### config.mk
export PLATFORM = sky130hd
export DESIGN_NAME = sve_window
export DESIGN_NICKNAME = d
export VERILOG_FILES = /design/src/sve_pkg.sv /design/src/sve_window.sv
export SDC_FILE = /design/constraint.sdc
export NUM_CORES = 1
export LEC_CHECK = 0
export ABC_AREA = 1
export BUFFER_PORTS_ARGS = -buffer_cell sky130_fd_sc_hd__buf_2
export CAP_MARGIN = 20
export CORE_MARGIN = 4
export CORE_UTILIZATION = 45
export CTS_CLUSTER_DIAMETER = 50
export DETAILED_ROUTE_END_ITERATION = 6
export GPL_TIMING_DRIVEN = 0
export MAX_ROUTING_LAYER = met4
export PLACE_DENSITY_LB_ADDON = 0.2
export SLEW_MARGIN = 10
export SYNTH_ARGS = -nofsm -noshare
export SYNTH_HDL_FRONTEND = slang
export SYNTH_SLANG_ARGS = --single-unit
### constraint.sdc
create_clock -name clk -period 4.9 [get_ports clk]
set_input_delay 0.49 -clock clk [delete_from_list [all_inputs] [get_ports clk]]
set_output_delay 0.49 -clock clk [all_outputs]
set_load 0.01 [all_outputs]
### src/sve_pkg.sv
// ----------------------------------------------------------------------------
// sve_pkg: shared definitions for the horizontal Sobel gradient block
// Constants, the stage handoff record and small helper functions used by the
// control, window and line memory modules.
// ----------------------------------------------------------------------------
package sve_pkg;

    // Frame limits and field widths.
    localparam int MAX_WIDTH  = 512;
    localparam int MAX_HEIGHT = 512;
    localparam int DIM_W      = 10;
    localparam int PIX_W      = 8;
    localparam int ADDR_W     = $clog2(MAX_WIDTH);
    localparam int LINE_W     = 2 * PIX_W;
    localparam int SUM_W      = PIX_W + 2;

    localparam logic [DIM_W-1:0] MAX_WIDTH_D  = DIM_W'(MAX_WIDTH);
    localparam logic [DIM_W-1:0] MAX_HEIGHT_D = DIM_W'(MAX_HEIGHT);
    localparam logic [DIM_W-1:0] RESET_DIM    = DIM_W'(512);
    localparam logic [PIX_W-1:0] PIX_MAX      = PIX_W'(255);

    // Request codes.
    localparam logic REQ_PIXEL = 1'b0;
    localparam logic REQ_DRAIN = 1'b1;

    // Register indexes on the configuration port.
    localparam logic REG_WIDTH  = 1'b0;
    localparam logic REG_HEIGHT = 1'b1;

    // Everything the window stage needs to know about one item.
    typedef struct packed {
        logic              emit;
        logic              row_end;
        logic              frame_end;
        logic              use_left;
        logic              use_right;
        logic              skip_top;
        logic              skip_bot;
        logic              we;
        logic              oob;
        logic              fwd;
        logic [ADDR_W-1:0] addr;
        logic [PIX_W-1:0]  pix;
    } sve_item_t;

    // A zero dimension acts as one, an oversized one as the maximum.
    function automatic logic [DIM_W-1:0] eff_dim(input logic [DIM_W-1:0] v,
                                                 input logic [DIM_W-1:0] maxv);
        logic [DIM_W-1:0] r;
        if (v == '0)
        begin
            r = DIM_W'(1);
        end
        else if (v > maxv)
        begin
            r = maxv;
        end
        else
        begin
            r = v;
        end
        return r;
    endfunction

    // Weighted column sum 1,2,1 with rows outside the image dropped.
    function automatic logic [SUM_W-1:0] col_sum(input logic [PIX_W-1:0] t,
                                                 input logic [PIX_W-1:0] m,
                                                 input logic [PIX_W-1:0] b,
                                                 input logic skip_t,
                                                 input logic skip_b);
        logic [SUM_W-1:0] s;
        s = {1'b0, m, 1'b0};
        if (!skip_t)
        begin
            s = s + SUM_W'(t);
        end
        if (!skip_b)
        begin
            s = s + SUM_W'(b);
        end
        return s;
    endfunction

endpackage

### src/sve_window.sv
// ----------------------------------------------------------------------------
// sve_window: window, gradient and result register
// Takes the buffered column from memory or the forward path, writes the line
// buffers back, shifts the window and registers the clamped gradient.
// ----------------------------------------------------------------------------
module sve_window (
    input  logic                       clk,
    input  logic                       rst_n,
    input  logic                       advance,
    input  logic                       s1_valid,
    input  sve_pkg::sve_item_t         s1_item,
    input  logic [sve_pkg::LINE_W-1:0] rd_data,
    output logic                       wr_en,
    output logic [sve_pkg::ADDR_W-1:0] wr_addr,
    output logic [sve_pkg::LINE_W-1:0] wr_data,
    output logic                       res_valid,
    output logic [sve_pkg::PIX_W-1:0]  edge_value,
    output logic                       row_end,
    output logic                       frame_end
);
    import sve_pkg::*;

    logic [PIX_W-1:0]  c1_top_reg, c1_mid_reg, c1_bot_reg;
    logic [PIX_W-1:0]  c2_top_reg, c2_mid_reg, c2_bot_reg;
    logic [LINE_W-1:0] fwd_data_reg;
    logic              res_valid_reg, res_valid_next;
    logic [PIX_W-1:0]  edge_reg, edge_next;
    logic              row_end_reg, frame_end_reg;
    logic [LINE_W-1:0] line;
    logic [PIX_W-1:0]  top, mid;
    logic [SUM_W-1:0]  right_sum, left_sum;
    logic signed [SUM_W:0] acc;

    // Column read for this item, with the forward path and blank columns.
    always_comb
    begin
        line = s1_item.fwd ? fwd_data_reg : rd_data;
        top  = s1_item.oob ? '0 : line[LINE_W-1:PIX_W];
        mid  = s1_item.oob ? '0 : line[PIX_W-1:0];
    end

    // Line buffer write back: the middle row moves up, the new pixel enters.
    assign wr_en   = s1_valid && advance && s1_item.we;
    assign wr_addr = s1_item.addr;
    assign wr_data = {mid, s1_item.pix};

    // Gradient: new right column minus the column that shifts to the left.
    always_comb
    begin
        right_sum = s1_item.use_right ?
                    col_sum(top, mid, s1_item.pix, s1_item.skip_top, s1_item.skip_bot) : '0;
        left_sum  = s1_item.use_left ?
                    col_sum(c1_top_reg, c1_mid_reg, c1_bot_reg,
                            s1_item.skip_top, s1_item.skip_bot) : '0;
        acc       = $signed({1'b0, right_sum}) - $signed({1'b0, left_sum});
        if (acc < 0)
        begin
            edge_next = '0;
        end
        else if (acc > $signed((SUM_W+1)'(PIX_MAX)))
        begin
            edge_next = PIX_MAX;
        end
        else
        begin
            edge_next = acc[PIX_W-1:0];
        end
        res_valid_next = advance ? (s1_valid && s1_item.emit) : res_valid_reg;
    end

    // Window columns.
    always_ff @(posedge clk or negedge rst_n)
    begin
        if (!rst_n)
        begin
            c1_top_reg    <= '0;
            c1_mid_reg    <= '0;
            c1_bot_reg    <= '0;
            c2_top_reg    <= '0;
            c2_mid_reg    <= '0;
            c2_bot_reg    <= '0;
            res_valid_reg <= 1'b0;
        end
        else
        begin
            res_valid_reg <= res_valid_next;
            if (s1_valid && advance)
            begin
                c1_top_reg <= c2_top_reg;
                c1_mid_reg <= c2_mid_reg;
                c1_bot_reg <= c2_bot_reg;
                c2_top_reg <= top;
                c2_mid_reg <= mid;
                c2_bot_reg <= s1_item.pix;
            end
        end
    end

    // Result payload and forward copy of the entry just written.
    always_ff @(posedge clk)
    begin
        if (advance)
        begin
            fwd_data_reg  <= wr_data;
            edge_reg      <= edge_next;
            row_end_reg   <= s1_item.row_end;
            frame_end_reg <= s1_item.frame_end;
        end
    end

    assign res_valid  = res_valid_reg;
    assign edge_value = edge_reg;
    assign row_end    = row_end_reg;
    assign frame_end  = frame_end_reg;

endmodule

==> impl_metrics.tcl <==
set metrics [dict create \
    synth_top_flop_cell "dfrtp_1" \
    max_freq_ghz 0.215 \
    async_reset_ff_share_pct 65.3 \
    postRouteAntennaNets 0 \
    crit_slowest_cell "ha_4" \
    fin_crit_ps 4640 \
    n_fill_cell 1061 \
    synth-simple-area-share_pct 25.6 \
    p_leak_nw 3.29 \
    power_density_nw_per_um2 361 \
    critPathLaunchType "primary input" \
    die_x_um 117 \
    cp-end-kind "flop" \
    grt_pass1_vias 4552 \
    power_mw 2.31 \
    layout-drive-gt1-share_pct 21.0 \
    synth_cells 703 \
    grt_pass1_wl_um 22900 \
    peakVddDrop_mv 0.175 \
    syn_avg_cell_area_um2 7.58 \
    synth_top_cell_area_share_pct 23.0 \
    grt-ovfl-total 0 \
    finalCritPeriodShare_pct 94.7 \
    placed_area_um2 5870 \
    fin_skew_ps 10.6 \
    synth_top_family_by_area "simple AND/OR/NAND/NOR gates" \
    cpMostUsedCell "nand3_1" \
    insertedDiodeCount 0 \
    dr.pass1.iters 7 \
    clkLatencyLatePin_ps 340 \
    syn_area_um2 5330 \
    status "complete, no violations" \
    drcViolationCount 0 \
    finalMaxSlewViolations 0 \
    clock_path_buffers 2 \
    worst_slew_pin_slew_ps 677 \
    syn_to_final_growth_pct 20.0 \
    synth_compound_area_share_pct 12.8 \
    die_area_um2 13700 \
    synth_enable_flop_cells 26 \
    yosysTopAreaCell "dfrtp_1" \
    start_util_pct 46.3 \
    max_cap_viol_count 0 \
    ctsHoldBuffers 0 \
    regToRegSetupSlack_ps 320 \
    drt-initial-drc-count 270 \
    rows 39 \
    tritoncts "built" \
    synth-adder-area-share_pct 10.9 \
    root_buffer "clkbuf_16" \
    cts_made_buffers 9 \
    critical_path_arrival_ps 4740 \
    holdCritPathClass "in2async" \
    synth_xor_area_share_pct 2.91 \
    grt_max_degree 50 \
    muxShareOfSynthArea_pct 0 \
    port_buffers 72 \
    nets 889 \
    die_h_um 117 \
    synthesis.nets 794 \
    setup-violations-final 0 \
    core_um2 11500 \
    via_count 4916 \
    synthDistinctLibCells 39 \
    largest_reg_flops 16 \
    htree_num_levels 3 \
    worstPathMaxFanout 10 \
    finalWirelength_um 14400 \
    r2r-start "c1_top_reg[3]" \
    yosysWarningCount 0 \
    cp_slowest_stage_delay_ps 310 \
    worst-setup-path-type "in2reg" \
    clock-sinks 75 \
    gp_congestion 0.887 \
    finalInstanceArea_um2 6400 \
    wl_per_cell_um 15.3 \
    synth_area_leaders "dfrtp_1 (23%), edfxtp_1 (15%), nand2_1 (14%)" \
    hpwl_um 11100 \
    clk_pin_slew_ps 60 \
    antenna_found_initial 0 \
    fin_util_pct 55.5 \
    num_io_pins 84 \
    hold_violations 0 \
    maxSlewHeadroom_pct 54.9 \
    crit_start "s1_item[17]" \
    ys_seq_area_share_pct 37.7 \
    crit_required_ps 5000 \
    avgViaCountPerCell 5.20 \
    synth_seq_cells 75 \
    grtUsageTotal_pct 22.6 \
]
cell usage after synthesis, types with 2 or more instances:
cell,n
fa_1,4
buf_4,18
nand4_1,9
nor2_1,47
edfxtp_1,26
dfrtp_1,49
xor2_2,2
xnor2_1,7
o21ai_1,4
o21ai_2,2
clkinv_1,2
inv_2,3
ha_1,40
o21bai_1,3
nand2_1,196
nor3_1,2
o211ai_1,10
nand3_2,2
nand2_2,12
inv_1,83
xor2_1,7
nor2_2,2
or2_2,5
o21ai_0,57
clkbuf_1,20
nand3b_1,3
a21oi_1,42
nand3_1,35
power by group:
part	internal (mW)	switching (mW)
registers	0.754	0.0426
logic	0.338	0.516
clock network	0.393	0.266
total	1.49	0.825
cell families after synthesis:
kind of cell / count (synthesis)
and+or+nand+nor: 318
buffers and inverters: 126
AOI/OAI and AO/OA: 124
DFF: 75
adders and majority gates: 44
xor gates and xnor gates: 16
worst paths after layout:
kind | endpoint | depth (start not counted)
worst max-delay path | edge_value[0] | 31
worst min-delay path | c2_mid_reg[5] | 1
worst min register to register | c1_bot_reg[2] | 2
worst max register to register | edge_value[0] | 28
min in group clk | frame_end | 1
max in group asynchronous | c1_bot_reg[1] | 2
critical path: cells and delay by family:
family | cells | cell delay (ps)
AOI/OAI and AO/OA | 4 | 710
xor gates and xnor gates | 1 | 130
adders and majority gates | 4 | 1050
buffers and inverters | 7 | 740
and+or+nand+nor | 15 | 1610
placed cells by master (no fill, tap or decap), types with 31 or more instances in the layout:
master     n
ha_1      35
buf_2     72
o21ai_0   54
nor2_1    41
buf_4     31
nand3_1   35
a21oi_1   41
inv_1     80
dfrtp_1   49
nand2_1  196
what timing repair did:
action / in CTS / in global routing
pin swaps: 5 / 9
setup endpoints to repair: 8 / 8
buffers inserted: 5 / 7
gates resized for setup: 7 / 23
stage by stage:
| step | hold slack [ps] | instances | setup TNS [ps] | worst slack, ps |
|---|---|---|---|---|
| detailed placement | 460 | 918 | -6880 | -878 |
| CTS | 325 | 938 | 0 | 10.9 |
| global placement | 448 | 918 | -6370 | -807 |
| floorplan | 194 | 703 | 0 | 142 |
| finish | 184 | 946 | 0 | 258 |
| global route | 230 | 946 | -151 | -32.2 |
metal layers:
metal	part of all wire, %	track usage, %
met1	48	30.5
met2	45	35.3
met3	5.1	4.78
met4	1.4	5.35
met5	0	-
layout make-up:
cell class                 instances  area (µm²)  area share, %
clock buffer                       9         225           3.52
buffer                            37         214           3.35
tap                              143         179           2.80
clock inverter                     7        67.6           1.06
timing repair buffer              85         478           7.47
multi-input combinational        502        2890           45.2
sequential                        75        2010           31.4
inverter                          88         337           5.26
Note: power is estimated with default switching activity, not from simulation.
