<file path="config.mk">
export PLATFORM = sky130hd
export DESIGN_NAME = sve_ctrl
export DESIGN_NICKNAME = d
export VERILOG_FILES = /design/src/sve_pkg.sv /design/src/sve_ctrl.sv
export SDC_FILE = /design/constraint.sdc
export NUM_CORES = 1
export LEC_CHECK = 0
export ABC_CLOCK_PERIOD_IN_PS = 5900
export BUFFER_PORTS_ARGS = -buffer_cell sky130_fd_sc_hd__clkbuf_2
export CORE_MARGIN = 2
export CORE_UTILIZATION = 47
export CTS_CLUSTER_DIAMETER = 100
export DETAILED_ROUTE_END_ITERATION = 16
export GPL_ROUTABILITY_DRIVEN = 0
export GPL_TIMING_DRIVEN = 0
export PLACE_DENSITY = 0.66
export SETUP_SLACK_MARGIN = 0.1
export SLEW_MARGIN = 40
export SYNTH_ARGS = -nofsm -noshare
export SYNTH_HDL_FRONTEND = slang
export SYNTH_SLANG_ARGS = --single-unit
</file>
<file path="constraint.sdc">
create_clock -name clk -period 5.9 [get_ports clk]
set_input_delay 0.59 -clock clk [delete_from_list [all_inputs] [get_ports clk]]
set_output_delay 0.59 -clock clk [all_outputs]
set_load 0.05 [all_outputs]
</file>
<file path="src/sve_pkg.sv">
// ----------------------------------------------------------------------------
// sve_pkg: shared definitions for the horizontal Sobel gradient block
// Constants, the stage handoff record and small helper functions used by the
// control, window and line memory modules.
// ----------------------------------------------------------------------------
package sve_pkg;

    // Frame limits and field widths.
    localparam int MAX_WIDTH  = 512;
    localparam int MAX_HEIGHT = 512;
    localparam int DIM_W      = 10;
    localparam int PIX_W      = 8;
    localparam int ADDR_W     = $clog2(MAX_WIDTH);
    localparam int LINE_W     = 2 * PIX_W;
    localparam int SUM_W      = PIX_W + 2;

    localparam logic [DIM_W-1:0] MAX_WIDTH_D  = DIM_W'(MAX_WIDTH);
    localparam logic [DIM_W-1:0] MAX_HEIGHT_D = DIM_W'(MAX_HEIGHT);
    localparam logic [DIM_W-1:0] RESET_DIM    = DIM_W'(512);
    localparam logic [PIX_W-1:0] PIX_MAX      = PIX_W'(255);

    // Request codes.
    localparam logic REQ_PIXEL = 1'b0;
    localparam logic REQ_DRAIN = 1'b1;

    // Register indexes on the configuration port.
    localparam logic REG_WIDTH  = 1'b0;
    localparam logic REG_HEIGHT = 1'b1;

    // Everything the window stage needs to know about one item.
    typedef struct packed {
        logic              emit;
        logic              row_end;
        logic              frame_end;
        logic              use_left;
        logic              use_right;
        logic              skip_top;
        logic              skip_bot;
        logic              we;
        logic              oob;
        logic              fwd;
        logic [ADDR_W-1:0] addr;
        logic [PIX_W-1:0]  pix;
    } sve_item_t;

    // A zero dimension acts as one, an oversized one as the maximum.
    function automatic logic [DIM_W-1:0] eff_dim(input logic [DIM_W-1:0] v,
                                                 input logic [DIM_W-1:0] maxv);
        logic [DIM_W-1:0] r;
        if (v == '0)
        begin
            r = DIM_W'(1);
        end
        else if (v > maxv)
        begin
            r = maxv;
        end
        else
        begin
            r = v;
        end
        return r;
    endfunction

    // Weighted column sum 1,2,1 with rows outside the image dropped.
    function automatic logic [SUM_W-1:0] col_sum(input logic [PIX_W-1:0] t,
                                                 input logic [PIX_W-1:0] m,
                                                 input logic [PIX_W-1:0] b,
                                                 input logic skip_t,
                                                 input logic skip_b);
        logic [SUM_W-1:0] s;
        s = {1'b0, m, 1'b0};
        if (!skip_t)
        begin
            s = s + SUM_W'(t);
        end
        if (!skip_b)
        begin
            s = s + SUM_W'(b);
        end
        return s;
    endfunction

endpackage

</file>
<file path="src/sve_ctrl.sv">
// ----------------------------------------------------------------------------
// sve_ctrl: raster counters and item decode
// Tracks input and output positions, decides which items enter the pipeline,
// issues the line memory read and flags same-column overlap for forwarding.
// ----------------------------------------------------------------------------
module sve_ctrl (
    input  logic                       clk,
    input  logic                       rst_n,
    input  logic                       accept,
    input  logic                       advance,
    input  logic                       req_type,
    input  logic [sve_pkg::PIX_W-1:0]  pixel_value,
    input  logic [sve_pkg::DIM_W-1:0]  image_width,
    input  logic [sve_pkg::DIM_W-1:0]  image_height,
    output logic                       rd_en,
    output logic [sve_pkg::ADDR_W-1:0] rd_addr,
    output logic                       s1_valid,
    output sve_pkg::sve_item_t         s1_item
);
    import sve_pkg::*;

    logic [DIM_W-1:0] in_col_reg,  in_col_next;
    logic [DIM_W-1:0] in_row_reg,  in_row_next;
    logic [DIM_W-1:0] out_col_reg, out_col_next;
    logic [DIM_W-1:0] out_row_reg, out_row_next;
    logic             s1_valid_reg, s1_valid_next;
    sve_item_t        s1_item_reg,  s1_item_next;

    logic [DIM_W-1:0] w, h, c, r, oc, orow;
    logic [DIM_W:0]   c_inc, oc_inc, orow_inc;
    logic             is_drain, start_new, ignore, take, oob, emit, row_end;

    // Decode the item against the current positions.
    always_comb
    begin
        w         = eff_dim(image_width, MAX_WIDTH_D);
        h         = eff_dim(image_height, MAX_HEIGHT_D);
        is_drain  = (req_type == REQ_DRAIN);
        start_new = !is_drain && (in_row_reg >= h);
        ignore    = is_drain && ((in_row_reg < h) || (out_row_reg >= h));
        take      = accept && !ignore;
        c         = start_new ? '0 : in_col_reg;
        r         = start_new ? '0 : in_row_reg;
        oc        = start_new ? '0 : out_col_reg;
        orow      = start_new ? '0 : out_row_reg;
        c_inc     = {1'b0, c} + (DIM_W+1)'(1);
        oc_inc    = {1'b0, oc} + (DIM_W+1)'(1);
        orow_inc  = {1'b0, orow} + (DIM_W+1)'(1);
        oob       = (c >= DIM_W'(MAX_WIDTH));
        emit      = ((r >= DIM_W'(2)) || ((r == DIM_W'(1)) && (c != '0))) && (orow < h);
        row_end   = (oc_inc >= {1'b0, w});
    end

    // Next positions.
    always_comb
    begin
        in_col_next  = in_col_reg;
        in_row_next  = in_row_reg;
        out_col_next = out_col_reg;
        out_row_next = out_row_reg;
        if (take)
        begin
            if (c_inc >= {1'b0, w})
            begin
                in_col_next = '0;
                in_row_next = r + DIM_W'(1);
            end
            else
            begin
                in_col_next = c_inc[DIM_W-1:0];
                in_row_next = r;
            end
            out_col_next = oc;
            out_row_next = orow;
            if (emit)
            begin
                if (row_end)
                begin
                    out_col_next = '0;
                    out_row_next = orow_inc[DIM_W-1:0];
                end
                else
                begin
                    out_col_next = oc_inc[DIM_W-1:0];
                end
            end
        end
    end

    // Stage record for the window stage.
    always_comb
    begin
        s1_valid_next          = s1_valid_reg;
        s1_item_next           = s1_item_reg;
        if (advance)
        begin
            s1_valid_next          = take;
            s1_item_next.emit      = emit;
            s1_item_next.row_end   = row_end;
            s1_item_next.frame_end = row_end && (orow_inc >= {1'b0, h});
            s1_item_next.use_left  = (oc != '0);
            s1_item_next.use_right = (c != '0) && !row_end;
            s1_item_next.skip_top  = (orow == '0);
            s1_item_next.skip_bot  = (orow_inc >= {1'b0, h});
            s1_item_next.we        = !oob;
            s1_item_next.oob       = oob;
            s1_item_next.addr      = c[ADDR_W-1:0];
            s1_item_next.pix       = is_drain ? '0 : pixel_value;
            // The item ahead writes this column at the same edge as the read.
            s1_item_next.fwd       = s1_valid_reg && s1_item_reg.we &&
                                     (s1_item_reg.addr == c[ADDR_W-1:0]);
        end
    end

    always_ff @(posedge clk or negedge rst_n)
    begin
        if (!rst_n)
        begin
            in_col_reg   <= '0;
            in_row_reg   <= '0;
            out_col_reg  <= '0;
            out_row_reg  <= '0;
            s1_valid_reg <= 1'b0;
        end
        else
        begin
            in_col_reg   <= in_col_next;
            in_row_reg   <= in_row_next;
            out_col_reg  <= out_col_next;
            out_row_reg  <= out_row_next;
            s1_valid_reg <= s1_valid_next;
        end
    end

    always_ff @(posedge clk)
    begin
        s1_item_reg <= s1_item_next;
    end

    assign rd_en    = take && !oob;
    assign rd_addr  = c[ADDR_W-1:0];
    assign s1_valid = s1_valid_reg;
    assign s1_item  = s1_item_reg;

endmodule

</file>
==> impl_metrics.tcl <==
set metrics [dict create \
    synth_edf_count 27 \
    r2r-start "in_row_reg[7]" \
    r2r_slack_ns 0.71 \
    timing.rr.end "out_row_reg[1]" \
    finish.instance_area_um2 6450 \
    wirelength_um 15800 \
    period_minus_slack_ns 5.49 \
    fin_crit_sh_pct 93.1 \
    worstPathMaxFanout 10 \
    firstDrtPassIters 5 \
    synthesis.area_um2 5520 \
    tightest_slew_ns 0.743 \
    end_kind "register" \
    critical_path_class "input pin to register" \
    syn_avg_cell_area_um2 9.03 \
    whs_ns 0.299 \
    grt_start_max_net_pins 42 \
    synth_top_cell_by_area "dfrtp_1" \
    drv_slew 0 \
    cts.sinks 68 \
    dr.first_iter.drc_count 375 \
    synth.area.top_cells "dfrtp_1, ha_1, edfxtp_1" \
    ys_ff_latch 68 \
    cts_made_buffers 9 \
    outcome "completed" \
    multi_input_area_um2 3510 \
    p_leak_nw 2.97 \
    synth_cell_types 72 \
    clock_latency_ns 0.34 \
    wire_per_inst_um 18.7 \
    vias 5145 \
    grt_overflow_total 0 \
    die_w_um 112 \
    startpoint "image_height[9]" \
    finClkSkew_ns 0.00874 \
    track_usage_pct 25.2 \
    dieArea_um2 12600 \
    core_area_um2 11500 \
    synthFlopType "dfrtp_1" \
    seq_area_frac_synth_pct 33.3 \
    drc 0 \
    clock_tree.root_cell "clkbuf_16" \
    startpoint_type "input pin" \
    p_int_mw 1.35 \
    pwr-share-clk_pct 19.9 \
    cp.required_ns 6.13 \
    syn2layout_area_growth_pct 16.8 \
    fp.dieH_um 112 \
    switching_share_pct 45.8 \
    hp-class "input pin to async pin" \
    fill_cells 1016 \
    synthArstFlopShare_pct 60.3 \
    cts_tree "done" \
    postPlaceCellArea_um2 6060 \
    ir_worst_vdd_mv 0.223 \
    cp-endpoint "out_row_reg[1]" \
    regArea_um2 1840 \
    path_clk_slew_ns 0.06 \
    avgViaCountPerCell 6.10 \
    synth.most_common_cell "ha_1" \
    syn_inst 612 \
    clockBufferDepth 2 \
    fmax_mhz 182 \
    synth_warnings 0 \
    rsz0062_at_grt "false" \
    p_comb_share_pct 51.8 \
    drv_cap 0 \
    place_ws_ns -0.864 \
    n_antenna_cell 0 \
    netlist.area_leader.share_pct 18.6 \
    total_power_mw 2.48 \
    layout.nets 797 \
    pwr_density_cell_nw_per_um2 385 \
    final_util_pct 56.3 \
    grt_pass1_vias 4833 \
    hpwlAfterDp_um 11600 \
    hold_viol_final 0 \
    power.switching_mw 1.14 \
    synth_nets 714 \
    arrival_ns 5.72 \
    layout-drive-gt1-share_pct 19.4 \
    rows 39 \
    ioPinCount 71 \
    grt_first_pass_wirelength_um 25200 \
    port_buffers 70 \
    cts-htree-levels 3 \
    p_seq_share_pct 28.3 \
    start_util_pct 48.2 \
    largest_register_ffs 27 \
    slew_headroom_pct 50.5 \
    setup_ws_ns 0.407 \
    synthTopCellsByCount "ha_1, nand2_1, nor2_1" \
    finalSetupViolations 0 \
    drtAntennaViolNets 0 \
    antenna_found_initial 0 \
    reg2reg_depth 25 \
]
==> per-layer routing <==
layer,track usage (%),routed length [µm]
met2,40.2,7280
met1,34.9,6990
met3,3.40,1150
met4,10.1,341
met5,0,0
==> power groups by stage <==
stage / combinational (mW) / sequential, mW / clock (mW)
3_3_place_gp: 1.18 / 0.704 / 0
4_1_cts: 1.26 / 0.700 / 0.504
3_5_place_dp: 1.22 / 0.708 / 0
2_1_floorplan: 0.810 / 0.773 / 0
6_report: 1.29 / 0.703 / 0.495
5_1_grt: 1.41 / 0.718 / 0.524
==> cells by family (layout without fill, tap and decap cells) <==
family / after synthesis / count (layout) / share of synthesized area (%)
adders and majority gates: 69 / 69 / 15.6
muxes: 2 / 2 / 0.362
buffers and inverters: 60 / 148 / 4.55
AOI/OAI and AO/OA: 153 / 153 / 20.0
and+or+nand+nor: 237 / 237 / 22.6
DFF: 68 / 68 / 33.3
xor gates and xnor gates: 23 / 23 / 3.65
==> how the worst min path moves through the flow <==
stage	endpoint
floorplan	in_col_reg[0]
global placement	out_col_reg[1]
detailed placement	out_col_reg[1]
CTS	out_row_reg[1]
global route	out_row_reg[1]
finish	out_row_reg[1]
==> area by class of cell <==
cell class	count	share of cell area (%)
Buffer	26	2.44
Clock buffer	13	3.88
Clock inverter	3	0.213
Inverter	33	1.92
Multi-Input combinational cell	484	54.5
Sequential cell	68	28.5
Tap cell	143	2.77
Timing Repair Buffer	73	5.82
==> per-stage QoR <==
step | setup TNS (ns) | cells
final | 0 | 843
after global routing | 0 | 843
after CTS | 0 | 843
after detailed placement | -27.01 | 825
after global placement | -22.40 | 825
after floorplan | 0 | 612
==> layout by cell type (no fill, tap or decap), types with 11 or more instances in the layout <==
cell      netlist  routed
a21o_1         14      14
a21oi_1        31      30
a22o_1         15      15
and2_1         15      15
buf_2          15      12
clkbuf_2        0      69
dfrtp_1        41      41
edfxtp_1       27      27
ha_1           69      66
inv_1          31      29
nand2_1        68      66
nand3_1        29      28
nor2_1         46      45
nor2b_1        12      12
nor4_1         13      12
o21ai_0        24      24
xnor2_1        12      12
xor2_1         11      11
==> critical path, stage by stage <==
cell and delay (ns):
clkbuf_2 0.13, clkinv_1 0.20, nand2_1 0.28, ha_1 0.30, o21ai_0 0.19, o21bai_1 0.16
a211oi_4 0.28, a21o_1 0.17, buf_6 0.15, buf_8 0.16, buf_8 0.15, nand2_1 0.09
inv_2 0.10, ha_4 0.17, and3_4 0.21, nand3_4 0.13, nor2_2 0.15, xnor2_1 0.12
nor2_1 0.07, ha_1 0.33, o2111a_1 0.14, a221oi_1 0.27, o21ai_1 0.16, a211oi_4 0.25
nand4bb_4 0.20, buf_6 0.15, nor2_2 0.08, a221o_1 0.31
==> what timing repair did <==
| item | in CTS | in global routing |
|---|---|---|
| pin swaps | 2 | 4 |
| setup buffers | 2 | 1 |
| hold buffers | 0 | 0 |
| resized for setup | 10 | 17 |
| endpoints found under the setup margin | 43 | 41 |
(Power assumes the default switching activity.)
